## src/hdl/wmf_pkg.sv

```systemverilog
// Shared types and constants for the window median filter.
// No dependencies; used by every other file of the block.
package wmf_pkg;

   localparam int PIX_W      = 8;
   localparam int ROW_W      = 13;  // input row index, runs R rows past the frame
   localparam int OROW_W     = 12;
   localparam int WIDTH_MIN  = 8;
   localparam int HEIGHT_MIN = 8;

   localparam logic [9:0]  WIDTH_RESET  = 10'd320;
   localparam logic [11:0] HEIGHT_RESET = 12'd320;
   localparam logic [1:0]  RADIUS_RESET = 2'd1;

   // register indexes, byte address 4*index
   localparam logic [1:0] REG_FRAME_WIDTH   = 2'd0;
   localparam logic [1:0] REG_FRAME_HEIGHT  = 2'd1;
   localparam logic [1:0] REG_KERNEL_RADIUS = 2'd2;

   typedef logic [PIX_W-1:0] pixel_type;

   typedef struct packed {
      logic      valid;
      logic      last;
      logic      interior;
      pixel_type center;
   } cell_ctl_type;

endpackage

```

## src/hdl/wmf_bit_cell.sv

```systemverilog
// One cell of the median chain: settles one bit of the rank-k value, MSB first.
// Depends on wmf_pkg for the pixel and control types.
module wmf_bit_cell #(
   parameter int CELLS  = 49,
   parameter int RANK_W = 6,
   parameter int BIT    = 7
) (
   input  logic                              clock,
   input  logic                              reset,
   input  logic                              advance,
   input  wmf_pkg::cell_ctl_type             ctl_in,
   input  wmf_pkg::pixel_type [CELLS-1:0]    vals_in,
   input  logic [CELLS-1:0]                  mask_in,
   input  logic [RANK_W-1:0]                 rank_in,
   input  wmf_pkg::pixel_type                prefix_in,
   output wmf_pkg::cell_ctl_type             ctl_out,
   output wmf_pkg::pixel_type [CELLS-1:0]    vals_out,
   output logic [CELLS-1:0]                  mask_out,
   output logic [RANK_W-1:0]                 rank_out,
   output wmf_pkg::pixel_type                prefix_out
);

   localparam int CNT_W = $clog2(CELLS + 1);

   logic [CELLS-1:0]   zeros;
   logic [CNT_W-1:0]   cnt;
   logic               take_one;
   logic [CELLS-1:0]   mask_in_n;
   logic [RANK_W-1:0]  rank_in_n;
   wmf_pkg::pixel_type prefix_in_n;

   wmf_pkg::cell_ctl_type          ctl_ff;
   wmf_pkg::pixel_type [CELLS-1:0] vals_ff;
   logic [CELLS-1:0]               mask_ff;
   logic [RANK_W-1:0]              rank_ff;
   wmf_pkg::pixel_type             prefix_ff;

   always_comb begin
      for (int i = 0; i < CELLS; i++) begin
         zeros[i] = mask_in[i] & ~vals_in[i][BIT];
      end
      cnt      = CNT_W'($countones(zeros));
      take_one = CNT_W'(rank_in) >= cnt;
      // keep the candidates on the side that holds the rank
      mask_in_n   = take_one ? (mask_in & ~zeros) : zeros;
      rank_in_n   = take_one ? RANK_W'(CNT_W'(rank_in) - cnt) : rank_in;
      prefix_in_n = prefix_in;
      prefix_in_n[BIT] = take_one;
   end

   always_ff @(posedge clock) begin
      if (reset) begin
         ctl_ff <= '0;
      end else if (advance) begin
         ctl_ff <= ctl_in;
      end
   end

   always_ff @(posedge clock) begin
      if (advance) begin
         vals_ff   <= vals_in;
         mask_ff   <= mask_in_n;
         rank_ff   <= rank_in_n;
         prefix_ff <= prefix_in_n;
      end
   end

   assign ctl_out    = ctl_ff;
   assign vals_out   = vals_ff;
   assign mask_out   = mask_ff;
   assign rank_out   = rank_ff;
   assign prefix_out = prefix_ff;

   // edge pixels may carry rows not yet written, so only interior ones are checked
   a_rank_in_set : assert property (@(posedge clock) disable iff (reset)
      (ctl_ff.valid && ctl_ff.interior) |->
         (CNT_W'(rank_ff) < CNT_W'($countones(mask_ff))))
      else $error("rank left the candidate set");

endmodule

```

## config.mk

```make
export PLATFORM = sky130hd
export DESIGN_NAME = wmf_bit_cell
export DESIGN_NICKNAME = d
export VERILOG_FILES = /design/src/hdl/wmf_pkg.sv /design/src/hdl/wmf_bit_cell.sv
export SDC_FILE = /design/constraint.sdc
export NUM_CORES = 1
export LEC_CHECK = 0
export BUFFER_PORTS_ARGS = -buffer_cell sky130_fd_sc_hd__buf_4
export CORE_AREA = 2 2 368 370
export CTS_BUF_LIST = sky130_fd_sc_hd__clkbuf_4
export DETAILED_ROUTE_END_ITERATION = 12
export DIE_AREA = 0 0 370 372
export GPL_TIMING_DRIVEN = 1
export PLACE_DENSITY = 0.42
export SLEW_MARGIN = 20
export SYNTH_ARGS = -nofsm -noshare
export SYNTH_HDL_FRONTEND = slang
export SYNTH_SLANG_ARGS = --single-unit
```

## constraint.sdc

```tcl
create_clock -name clock -period 9.4 [get_ports clock]
set_clock_uncertainty 0.2 [all_clocks]
set_input_delay 1.88 -clock clock [delete_from_list [all_inputs] [get_ports clock]]
set_output_delay 1.88 -clock clock [all_outputs]
set_load 0.1 [all_outputs]
```

-- Word-level counts from Yosys, hierarchy flattened
Cells that the tools add are included.
- multiplexer cells: 2
- bitwise operators: 100
- order comparisons: 1
- add/sub/neg operators: 49
- operators with widths (operator ; count):
    1-bit AND ; 49
    49-bit AND ; 1
    49-bit two-way mux ; 1
    1-bit NOT ; 49
    49-bit NOT ; 1
    1-bit by 1-bit adder with 2-bit output ; 24
    2-bit by 2-bit adder with 3-bit output ; 12
    3-bit by 3-bit adder with 4-bit output ; 6
    4-bit by 4-bit adder with 5-bit output ; 3
    5-bit by 1-bit adder with 6-bit output ; 1
    5-bit by 5-bit adder with 6-bit output ; 1
    6-bit adder ; 1
    6-bit greater-or-equal comparator ; 1
    6-bit two-way mux ; 1
    6-bit subtractor ; 1
- input bits: 469
- output and inout bits: 466
- flip-flop bits (word level): 466
- word-level logic and storage cells: 208

-- Longest topological paths before layout
Gate-level depths: netlist of the first run.
- depth in word-level cells: 10
- mapped depth: 26
- depth with buffers taken out: 25

-- Worst setup path after synthesis of the first run
No wires, ideal clock.
- kind: input to register
- from: in vals_in[143] in the netlist's numbering
- to: reg mask_ff[0] (netlist: mask_out[0]) (data pin)
- setup slack: 640 ps
- cell stages on the path: 22
- data required time: 8945 ps
- setup time: 255 ps
- path buffers: 1
- data arrival time: 8305 ps
- cell sequence: nand2b_1 -> fa_1 -> fa_1 -> inv_1 -> fa_1 -> inv_1 -> fa_1 -> fa_1 -> fa_1 -> inv_1 -> fa_1 -> fa_1 -> fa_1 -> a21o_1 -> a21oi_1 -> xor2_1 -> ha_1 -> o41ai_4 -> inv_4 -> buf_6 -> xnor2_1 -> and2_1
- cells in the longest elaborated chain, start to end: 10
- ends and longest elaborated chain (item ; line ; source):
    start, declared ; wmf_bit_cell.sv:12 ; input wmf_pkg::pixel_type [CELLS-1:0] vals_in,
    1-bit NOT ; wmf_bit_cell.sv:40 ; zeros[i] = mask_in[i] & ~vals_in[i][BIT];
    1-bit AND ; wmf_bit_cell.sv:40 ;
    1-bit by 1-bit adder with 2-bit output (implied by the code) ; wmf_bit_cell.sv:42 ; cnt = CNT_W'($countones(zeros));
    2-bit by 2-bit adder with 3-bit output (implied by the code) ; wmf_bit_cell.sv:42 ;
    3-bit by 3-bit adder with 4-bit output (implied by the code) ; wmf_bit_cell.sv:42 ;
    4-bit by 4-bit adder with 5-bit output (implied by the code) ; wmf_bit_cell.sv:42 ;
    5-bit by 5-bit adder with 6-bit output (implied by the code) ; wmf_bit_cell.sv:42 ;
    6-bit adder (implied by the code) ; wmf_bit_cell.sv:42 ;
    6-bit greater-or-equal comparator ; wmf_bit_cell.sv:43 ; take_one = CNT_W'(rank_in) >= cnt;
    49-bit two-way mux ; wmf_bit_cell.sv:45 ; mask_in_n = take_one ? (mask_in & ~zeros) : zeros;
    named net mask_in_n[0] ; wmf_bit_cell.sv:28 ; logic [CELLS-1:0] mask_in_n;
    end signal, assigned ; wmf_bit_cell.sv:62 ; mask_ff <= mask_in_n;
    end, declared ; wmf_bit_cell.sv:34 ; logic [CELLS-1:0] mask_ff;
The timed path passes the listed nets, and every way through them passes these cells.
A chain may end at the register's enable or synchronous reset.

-- Worst setup path in the final report of the first run
- from: in mask_in[5]
- to: reg mask_ff[8] (netlist: mask_out[8]) (data pin)
- cells in the longest elaborated chain, start to end: 9
- ends and longest elaborated chain (item ; line ; source):
    start, declared ; wmf_bit_cell.sv:13 ; input logic [CELLS-1:0] mask_in,
    1-bit AND ; wmf_bit_cell.sv:40 ;
    1-bit by 1-bit adder with 2-bit output (implied by the code) ; wmf_bit_cell.sv:42 ;
    2-bit by 2-bit adder with 3-bit output (implied by the code) ; wmf_bit_cell.sv:42 ;
    3-bit by 3-bit adder with 4-bit output (implied by the code) ; wmf_bit_cell.sv:42 ;
    4-bit by 4-bit adder with 5-bit output (implied by the code) ; wmf_bit_cell.sv:42 ;
    5-bit by 5-bit adder with 6-bit output (implied by the code) ; wmf_bit_cell.sv:42 ;
    6-bit adder (implied by the code) ; wmf_bit_cell.sv:42 ;
    6-bit greater-or-equal comparator ; wmf_bit_cell.sv:43 ;
    49-bit two-way mux ; wmf_bit_cell.sv:45 ;
    named net mask_in_n[8] ; wmf_bit_cell.sv:28 ;
The timed path passes the listed nets, and every way through them passes these cells.

==> flow_summary.yaml, run 1 <==
critical_path:
  regToRegSetupSlack_ns: 8.60
  timing.rr.end: "ctl_out[1]"
  cp_top_family: "adder cells"
  slowest_stage: "fa_1"
  critPathMaxFanout: 16
  start_kind: "input pin"
  rr_startpoint: "ctl_out[1]"
  max_stage_delay_ns: 0.67
  crit_type: "in -> reg"
  cpMostUsedCell: "fa_1"
  end_kind: "register"
  required_ns: 9.93
  cp_num_buf_inv: 6
  r2r_cells: 2
  cp.depth: 25
  arrival_ns: 8.98
timing:
  slew_viol_final: 0
  setup_viol: 0
  layout_worst_path_cycle_share_pct: 89.8
  period_needed_ns: 8.44
  fin_tns_setup_ns: 0
  hold_ws_ns: 0.297
  slew_headroom_pct: 45.5
  worst_pin_slew_ns: 0.818
  fin_ws_ns: 0.956
  grt_setup_unrepaired: "false"
  hold_viol_final: 0
  fmax_mhz: 118
cts:
  clk_pin_slew_worst_paths_ns: 0.06
  cts_tree: "yes"
  insertion_delay_ns: 1.04
  post_cts_resized: 0
  htree_levels: 4
  clock_path_buffers: 3
  cts_num_sinks: 466
  cts_root_buf: "clkbuf_4"
  hold_buffers: 0
  post_cts_buffers: 0
  cts_buffers: 142
die:
  die_area_sq_um: 138000
  fp-row-count: 135
  io_pins: 935
  initial_core_util_pct: 12.4
  die_h_microns: 372
  fp.dieW_microns: 370
  coreArea_sq_um: 134000
synthesis:
  netlist_top_cells_area: "edfxtp_1 82%, fa_1 4.9%, xnor2_1 2.8%"
  synth-edff-count: 455
  yosys_warnings: 0
  synth_area_sq_um: 16600
  synth.net_count: 1310
  synth_top_area_cell: "edfxtp_1"
  seq_area_frac_synth_pct: 83.6
  yosysUniqueCellTypes: 32
  async_reset_ff_share_pct: 0
  syn_avg_cell_area_sq_um: 21.2
  synth_top_area_share_pct: 82.3
  ys_seq_elements: 466
  synth-main-ff-cell: "edfxtp_1"
  synthCells: 785
route:
  finalWirelength_mm: 82.6
  via_per_inst: 3.04
  drt_iter0_markers: 494
  wl_per_cell_microns: 21.8
  antenna_left: 0
  via_count: 11511
  first_pass_iters: 4
  drcViolationCount: 0
final_layout:
  finalInstanceArea_sq_um: 27900
  utilization_pct: 20.8
  drive_above_1_share_pct: 59.9
  layoutNonFillerInstCount: 3784
  area.growth.synth_to_final_pct: 68.2
  nets: 2411
pwr:
  power_density_nw_per_um2: 432
  vdd_drop_max_v: 0.000440
  total_power_mw: 12.1
  leakage_nw: 11.5
run:
  maxCapViolations: 0
global_routing:
  antenna_found_initial: 7
  track_usage_pct: 11.5
  grt_start_max_net_pins: 127
  grt_pass1_wl_mm: 104
  grt_pass1_vias: 11894
  grt.overflow.total: 0
placement:
  dp_hpwl_mm: 67.2
  dpl_worst_slack_ns: -0.143
  globalplace.congestion: 0.753
  post-place-cells: 3523
  place_area_sq_um: 26100
  port_buffers: 933
min_path:
  hp-class: "reg -> reg"
  hp-start: "ctl_out[4]"
  min_delay_path_depth: 2
  min_to: "ctl_out[4]"
outcome:
  status: "finished clean"
==> cell usage after synthesis, types with 5 or more instances <==
master / number
nor2_1: 15
dfxtp_1: 11
edfxtp_1: 455
mux2i_1: 12
ha_1: 15
inv_1: 46
fa_1: 41
and2_1: 49
nand2b_1: 21
nor2b_1: 30
xnor2_1: 53
buf_6: 5
==> worst min-delay path, stage by stage (launching register included) <==
cell and delay, ns:
dfxtp_1 0.32, mux2i_1 0.06, nor2_1 0.07
==> logic make-up (layout without fill, tap and decap cells) <==
logic type,count (synthesis),count (layout),synth area share (%)
mux,12,12,0.723
fa+ha+maj,56,56,6.07
buf+inv,54,1262,1.46
other cells,0,10,0
compound gates,18,18,0.851
simple gates,124,124,4.39
xor+xnor,55,55,2.90
flops,466,466,83.6
==> flip-flops by register name (all words and copies together) (netlist names) <==
signal	count
vals_out	392
prefix_out	8
ctl_out	11
mask_out	49
rank_out	6
==> how the worst max path moves through the flow <==
stage                 startpoint      endpoint  slack (ns)
finish                mask_in[5]   mask_out[8]        0.96
global route          mask_in[5]   mask_out[8]        0.77
CTS                   mask_in[5]   mask_out[8]        1.05
detailed placement    mask_in[5]  mask_out[11]       -0.14
global placement      mask_in[5]  mask_out[11]       -0.15
floorplan           vals_in[143]   mask_out[0]        0.64
==> cell type report <==
| type | instances | area [sq um] |
|---|---|---|
| Antenna cell | 10 | 25.0 |
| Clock buffer | 204 | 1530 |
| Clock inverter | 47 | 293 |
| Fill cell | 14541 | 106000 |
| Inverter | 47 | 179 |
| Multi-Input combinational cell | 265 | 2480 |
| Sequential cell | 466 | 13900 |
| Tap cell | 1781 | 2230 |
| Timing Repair Buffer | 964 | 7320 |
==> layout by cell type (no fill, tap or decap), drive strengths merged, types with 10 or more instances in the layout <==
cell type	n
and2	49
buf	964
clkbuf	204
clkinv	38
dfxtp	11
diode	10
edfxtp	455
fa	41
ha	15
inv	52
mux2i	12
nand2b	21
nor2	15
nor2b	30
xnor2	53
==> power breakdown <==
| group | internal [mW] | switching, mW | total [mW] |
|---|---|---|---|
| registers | 2.80 | 0.104 | 2.91 |
| logic | 2.76 | 4.34 | 7.09 |
| clock network | 1.06 | 0.995 | 2.06 |
==> routing by layer <==
layer,wire length (microns),share of wire (%),GRT usage [%],vias to the layer above
met4,1250,1.5,3.37,4
met2,41500,50,19.2,572
met5,27,0.033,0,-
met3,8740,11,5.67,83
met1,31100,38,12.7,5670
li1,-,-,-,5182
Power figures use the tool's default switching activity.
==> inputs of run 2 (changes only) <==
==> config.mk (replaced) <==
export PLATFORM = sky130hd
export DESIGN_NAME = wmf_bit_cell
export DESIGN_NICKNAME = d
export VERILOG_FILES = /design/src/hdl/wmf_pkg.sv /design/src/hdl/wmf_bit_cell.sv
export SDC_FILE = /design/constraint.sdc
export NUM_CORES = 1
export LEC_CHECK = 0
export CORE_AREA = 2 2 359 361
export CTS_BUF_LIST = sky130_fd_sc_hd__clkbuf_4
export DETAILED_ROUTE_END_ITERATION = 12
export DIE_AREA = 0 0 361 363
export DONT_BUFFER_PORTS = 1
export GPL_TIMING_DRIVEN = 1
export PLACE_DENSITY = 0.35
export SLEW_MARGIN = 20
export SYNTH_ARGS = -nofsm -noshare
export SYNTH_HDL_FRONTEND = slang
export SYNTH_SLANG_ARGS = --single-unit
==> constraint.sdc (replaced) <==
create_clock -name clock -period 9.4 [get_ports clock]
set_clock_uncertainty 0.2 [all_clocks]
set_input_delay 1.41 -clock clock [delete_from_list [all_inputs] [get_ports clock]]
set_output_delay 1.41 -clock clock [all_outputs]
set_load 0.1 [all_outputs]
==> run 2 against run 1 <==
Effect of this change: global-route usage is 1.3 points lower; sequential share of layout area up 9.4 points; count of clock-buffer cells in the layout down 22; register-to-register slack lost 0.81 ns; critical path depth shrank 1; final area fell by 16%; via count decreased by 21%; sequential power is 67% higher; worst hold slack lost 0.051 ns; routed wire length is 16% lower; combinational power shrank 41%; first-iteration DRC count down 7.7%; highest routed layer unchanged.
==> flow_summary.yaml, run 2 (synthesis results as in run 1) <==
final_layout:
  area.growth.synth_to_final_pct: 41.4
  final_common_cell: "edfxtp_1"
  nFillCells: 13674
  layoutNonFillerInstCount: 2996
  mostFrequentLayoutCells: "455 x edfxtp_1, 276 x dlygate4sd3_1, 182 x clkbuf_4"
  nets: 1740
  drive_above_1_share_pct: 18.3
  largest_reg_flops: 392
  finalInstanceArea_sq_um: 23500
die:
  fp.dieW_microns: 361
  initial_core_util_pct: 13.1
  die_h_microns: 363
  fp-row-count: 131
  coreArea_sq_um: 127000
  die_area_sq_um: 131000
  io_pins: 935
cts:
  cts_root_buf: "clkbuf_4"
  clk_pin_slew_worst_paths_ns: 0.06
  post_cts_resized: 0
  cts_tree: "yes"
  clock_path_buffers: 3
  htree_levels: 4
  cts_buffers: 138
  cts_num_sinks: 466
  insertion_delay_ns: 1.06
placement:
  place_area_sq_um: 18800
  port_buffers: 0
  post-place-cells: 2460
  dp_hpwl_mm: 51.7
  globalplace.congestion: 0.725
min_path:
  min_to: "vals_out[107]"
  hp-start: "vals_in[107]"
  min_delay_path_depth: 0
  hp-class: "in -> reg"
critical_path:
  crit_chain: "nor2b_1 -> fa_1 -> fa_1 -> buf_4 -> inv_1 -> fa_1 -> fa_1 -> fa_1 -> fa_1 -> inv_1 -> fa_1 -> fa_1 -> fa_1 -> a21o_1 -> a21oi_1 -> xor2_1 -> ha_1 -> nor3_1 -> nor2_1 -> o41ai_4 -> inv_4 -> buf_12 -> xnor2_1 -> and2_1"
  arrival_ns: 8.49
  required_ns: 9.99
  crit_type: "in -> reg"
  cpMostUsedCell: "fa_1"
  regToRegSetupSlack_ns: 7.79
  end_kind: "register"
  critPathMaxFanout: 31
  r2r_cells: 2
  rr_startpoint: "ctl_out[2]"
  timing.rr.end: "ctl_out[2]"
  max_stage_delay_ns: 0.58
  start_kind: "input pin"
  slowest_stage: "fa_1"
route:
  drcViolationCount: 0
  first_pass_iters: 4
  via_count: 9078
  wl_per_cell_microns: 23.1
  via_per_inst: 3.03
  finalWirelength_mm: 69.2
  antenna_left: 0
  drt_iter0_markers: 456
outcome:
  status: "finished clean"
global_routing:
  grt_pass1_vias: 9951
  grt_start_max_net_pins: 467
  track_usage_pct: 10.2
  grt_pass1_wl_mm: 88.5
  antenna_found_initial: 19
  grt.overflow.total: 0
timing:
  grt_setup_unrepaired: "false"
  fmax_mhz: 127
  fin_tns_setup_ns: 0
  worst_pin_slew_ns: 1.17
  layout_worst_path_cycle_share_pct: 84.0
  setup_viol: 0
  hold_viol_final: 0
  slew_viol_final: 0
  slew_headroom_pct: 22.0
  period_needed_ns: 7.90
pwr:
  leakage_nw: 8.11
  power_density_nw_per_um2: 476
  vdd_drop_max_v: 0.00102
run:
  maxCapViolations: 0
[run 2: cell count changes in the layout (fill, tap and decap cells not counted)]
cell           previous run  this run
buf_4                   957        18
dlygate4sd3_1             0       276
clkbuf_4                204       182
clkinv_2                  7        15
bufinv_16                 2         8
diode_2                  10        15
buf_12                    6         3
inv_6                     3         0
clkinv_1                 26        28
buf_8                     1         0
clkinvlp_4                2         3
inv_2                     1         2
[run 2: what timing repair did]
action / in CTS / in global routing
setup buffers: 0 / 0
hold buffers: 276 / 0
hold endpoints to repair: 286 / 0
[run 2: worst max path at each step]
stage / end / startpoint / slack, ns
after global placement: mask_out[28] / mask_in[13] / 0.27
after CTS: mask_out[10] / mask_in[13] / 1.61
final: mask_out[28] / mask_in[13] / 1.50
after global routing: mask_out[28] / mask_in[13] / 1.30
after floorplan: mask_out[0] / vals_in[143] / 1.11
after detailed placement: mask_out[28] / mask_in[13] / 0.32
[run 2: final cells by class]
| cell class | count | area [sq um] | share of cell area, % |
|---|---|---|---|
| clock buffer | 182 | 1370 | 5.82 |
| timing repair buffer | 297 | 2960 | 12.6 |
| multi-input combinational | 265 | 2480 | 10.6 |
| antenna | 15 | 37.5 | 0.160 |
| tap | 1662 | 2080 | 8.85 |
| clock inverter | 62 | 505 | 2.15 |
| sequential | 466 | 13900 | 59.1 |
| inverter | 47 | 179 | 0.762 |
[run 2: routing by layer]
metal / wire [microns] / part of all wire, % / up-vias / track usage (%)
met1: 23300 / 34 / 4490 / 9.85
met5: 61 / 0.088 / - / 0
li1: - / - / 3846 / -
met2: 35500 / 51 / 613 / 17.4
met3: 8650 / 13 / 121 / 6.54
met4: 1670 / 2.4 / 8 / 3.48
[run 2: worst max-delay path, delay by kind of cell]
family / cells / cell delay (ns)
XOR/XNOR: 2 / 0.28
buffers and inverters: 5 / 0.61
AND/OR/NAND/NOR: 4 / 0.70
AO/OA/AOI/OAI: 3 / 0.49
adder cells (fa/ha/maj): 10 / 4.94
[run 2: metrics by stage]
stage	hold slack (ns)	utilization (%)	power, mW	worst slack, ns
after floorplan	0.771	-	8.04	1.11
after global placement	0.796	14.8	9.03	0.273
after CTS	0.0000231	18.4	11.4	1.61
after detailed placement	0.799	14.8	9.09	0.325
final	0.246	18.5	11.2	1.50
after global routing	0.0216	18.5	12.0	1.30
[run 2: where the power goes]
part           total, mW  internal, mW  switching [mW]
sequential          4.87          2.82            2.05
clock               2.13          1.14           0.995
combinational       4.17          1.96            2.20
==> inputs of run 3 (changes only) <==
==> constraint.sdc (replaced) <==
create_clock -name clock -period 8.1 [get_ports clock]
set_clock_uncertainty 0.2 [all_clocks]
set_input_delay 1.215 -clock clock [delete_from_list [all_inputs] [get_ports clock]]
set_output_delay 1.215 -clock clock [all_outputs]
set_load 0.1 [all_outputs]
==> run 3 against run 2 <==
Effect of this change: global-route usage is 0.45 points higher; first-iteration DRC count is 9.0% higher; flip-flop and latch count stayed put; routed wire length is 4.6% higher; worst setup slack worse by 0.96 ns; worst hold slack worse by 0.017 ns; critical path type unchanged.
==> flow_summary.yaml, run 3 (synthesis results as in run 1) <==
global_routing:
  grt.overflow.total: 0
  antenna_found_initial: 26
  track_usage_pct: 10.6
  grt_pass1_vias: 10957
  grt_pass1_wl_mm: 92.4
  grt_start_max_net_pins: 261
route:
  drt_iter0_markers: 497
  finalWirelength_mm: 72.3
  drcViolationCount: 0
  antenna_left: 0
  wl_per_cell_microns: 22.5
  first_pass_iters: 5
  via_per_inst: 3.09
  via_count: 9929
final_layout:
  area.growth.synth_to_final_pct: 54.0
  utilization_pct: 20.1
  nets: 1946
  drive_above_1_share_pct: 17.1
  mostFrequentLayoutCells: "465 x dlygate4sd3_1, 455 x edfxtp_1, 185 x clkbuf_4"
  nFillCells: 13499
  final_common_cell: "dlygate4sd3_1"
  largest_reg_flops: 392
critical_path:
  start_kind: "input pin"
  rr_startpoint: "ctl_out[1]"
  regToRegSetupSlack_ns: 6.00
  slowest_stage: "fa_1"
  critPathCapture: "mask_out[48]"
  timing.rr.end: "ctl_out[1]"
  arrival_ns: 8.14
  crit_chain: "nor2b_1 -> fa_1 -> fa_1 -> buf_12 -> inv_1 -> fa_1 -> fa_1 -> fa_1 -> fa_1 -> inv_1 -> fa_1 -> fa_1 -> fa_1 -> buf_4 -> xnor2_1 -> ha_1 -> and4_1 -> o41ai_4 -> inv_4 -> buf_12 -> xnor2_1 -> and2_1"
  r2r_cells: 3
  cpMostUsedCell: "fa_1"
  max_stage_delay_ns: 0.60
  critPathMaxFanout: 20
  required_ns: 8.68
  crit_type: "in -> reg"
  startpoint: "mask_in[13]"
  end_kind: "register"
cts:
  clock_path_buffers: 3
  post_cts_resized: 0
  htree_levels: 4
  clk_pin_slew_worst_paths_ns: 0.06
  cts_buffers: 136
  insertion_delay_ns: 1.07
  hold_buffers: 467
  post_cts_buffers: 0
  cts_tree: "yes"
  cts_root_buf: "clkbuf_4"
  cts_num_sinks: 466
timing:
  setup_viol: 0
  hold_viol_final: 0
  worst_pin_slew_ns: 1.16
  hold_ws_ns: 0.229
  fin_tns_setup_ns: 0
  fmax_mhz: 132
  slew_headroom_pct: 22.4
  layout_worst_path_cycle_share_pct: 93.3
  period_needed_ns: 7.56
  slew_viol_final: 0
  grt_setup_unrepaired: "false"
min_path:
  hp-class: "in -> reg"
outcome:
  status: "finished clean"
die:
  coreArea_sq_um: 127000
  fp.dieW_microns: 361
  fp-row-count: 131
  die_area_sq_um: 131000
  die_h_microns: 363
  initial_core_util_pct: 13.1
  io_pins: 935
pwr:
  power_density_nw_per_um2: 527
  leakage_nw: 8.99
  vdd_drop_max_v: 0.000948
  total_power_mw: 13.5
placement:
  globalplace.congestion: 0.720
  port_buffers: 0
  dp_hpwl_mm: 51.8
run:
  maxCapViolations: 0
-- run 3: cell types whose count changed in the layout (fill, tap and decap cells not counted) --
cell and change:
buf_12 +3, clkinv_4 -1, bufinv_16 -2, buf_16 +2
diode_2 +11, dlygate4sd3_1 +189, clkinv_2 -1, clkbuf_4 +3
clkinv_1 -4, clkinvlp_4 +1, buf_4 +14
-- run 3: final cells by class --
class | instances | area, sq um | share of cell area (%)
Timing Repair Buffer | 505 | 5070 | 19.8
Multi-Input combinational cell | 265 | 2480 | 9.70
Antenna cell | 26 | 65.1 | 0.254
Clock buffer | 185 | 1390 | 5.43
Clock inverter | 55 | 424 | 1.66
Inverter | 47 | 179 | 0.700
Sequential cell | 466 | 13900 | 54.3
Tap cell | 1662 | 2080 | 8.13
-- run 3: metal layers --
layer	vias up	track usage [%]	share of wire (%)
met5	-	0	0.035
met4	4	4.64	3.0
met3	118	6.51	13
met2	656	18.1	51
met1	4881	10.2	33
li1	4270	-	-
-- run 3: how the worst min path moves through the flow --
stage | start | end | slack [ns] | depth (start not counted)
3_3_place_gp | ctl_out[8] | ctl_out[8] | 0.80 | 2
6_report | rank_in[5] | rank_out[5] | 0.23 | 1
4_1_cts | advance | ctl_out[7] | 0.004 | 2
3_5_place_dp | ctl_out[8] | ctl_out[8] | 0.80 | 2
5_1_grt | rank_in[5] | rank_out[5] | 0.04 | 1
2_1_floorplan | ctl_out[7] | ctl_out[7] | 0.77 | 2
-- run 3: power breakdown --
part / internal (mW) / leakage (nW) / switching [mW]
Sequential: 3.28 / 4.54 / 2.38
Combinational: 2.75 / 3.40 / 2.66
Clock: 1.27 / 1.06 / 1.13
-- run 3: stage by stage --
stage	area, sq um	cells	worst slack [ns]
after floorplan	16600	785	0.00497
after detailed placement	18900	2476	-0.628
after global placement	18900	2476	-0.686
after CTS	25500	3183	0.634
after global routing	25600	3204	0.330
final	25600	3211	0.541
-- run 3: critical path, delay by kind of cell --
family | cells | cell delay (ns)
xor+xnor | 2 | 0.33
simple gates | 3 | 0.65
buf+inv | 6 | 0.66
compound gates | 1 | 0.30
fa+ha+maj | 10 | 4.91
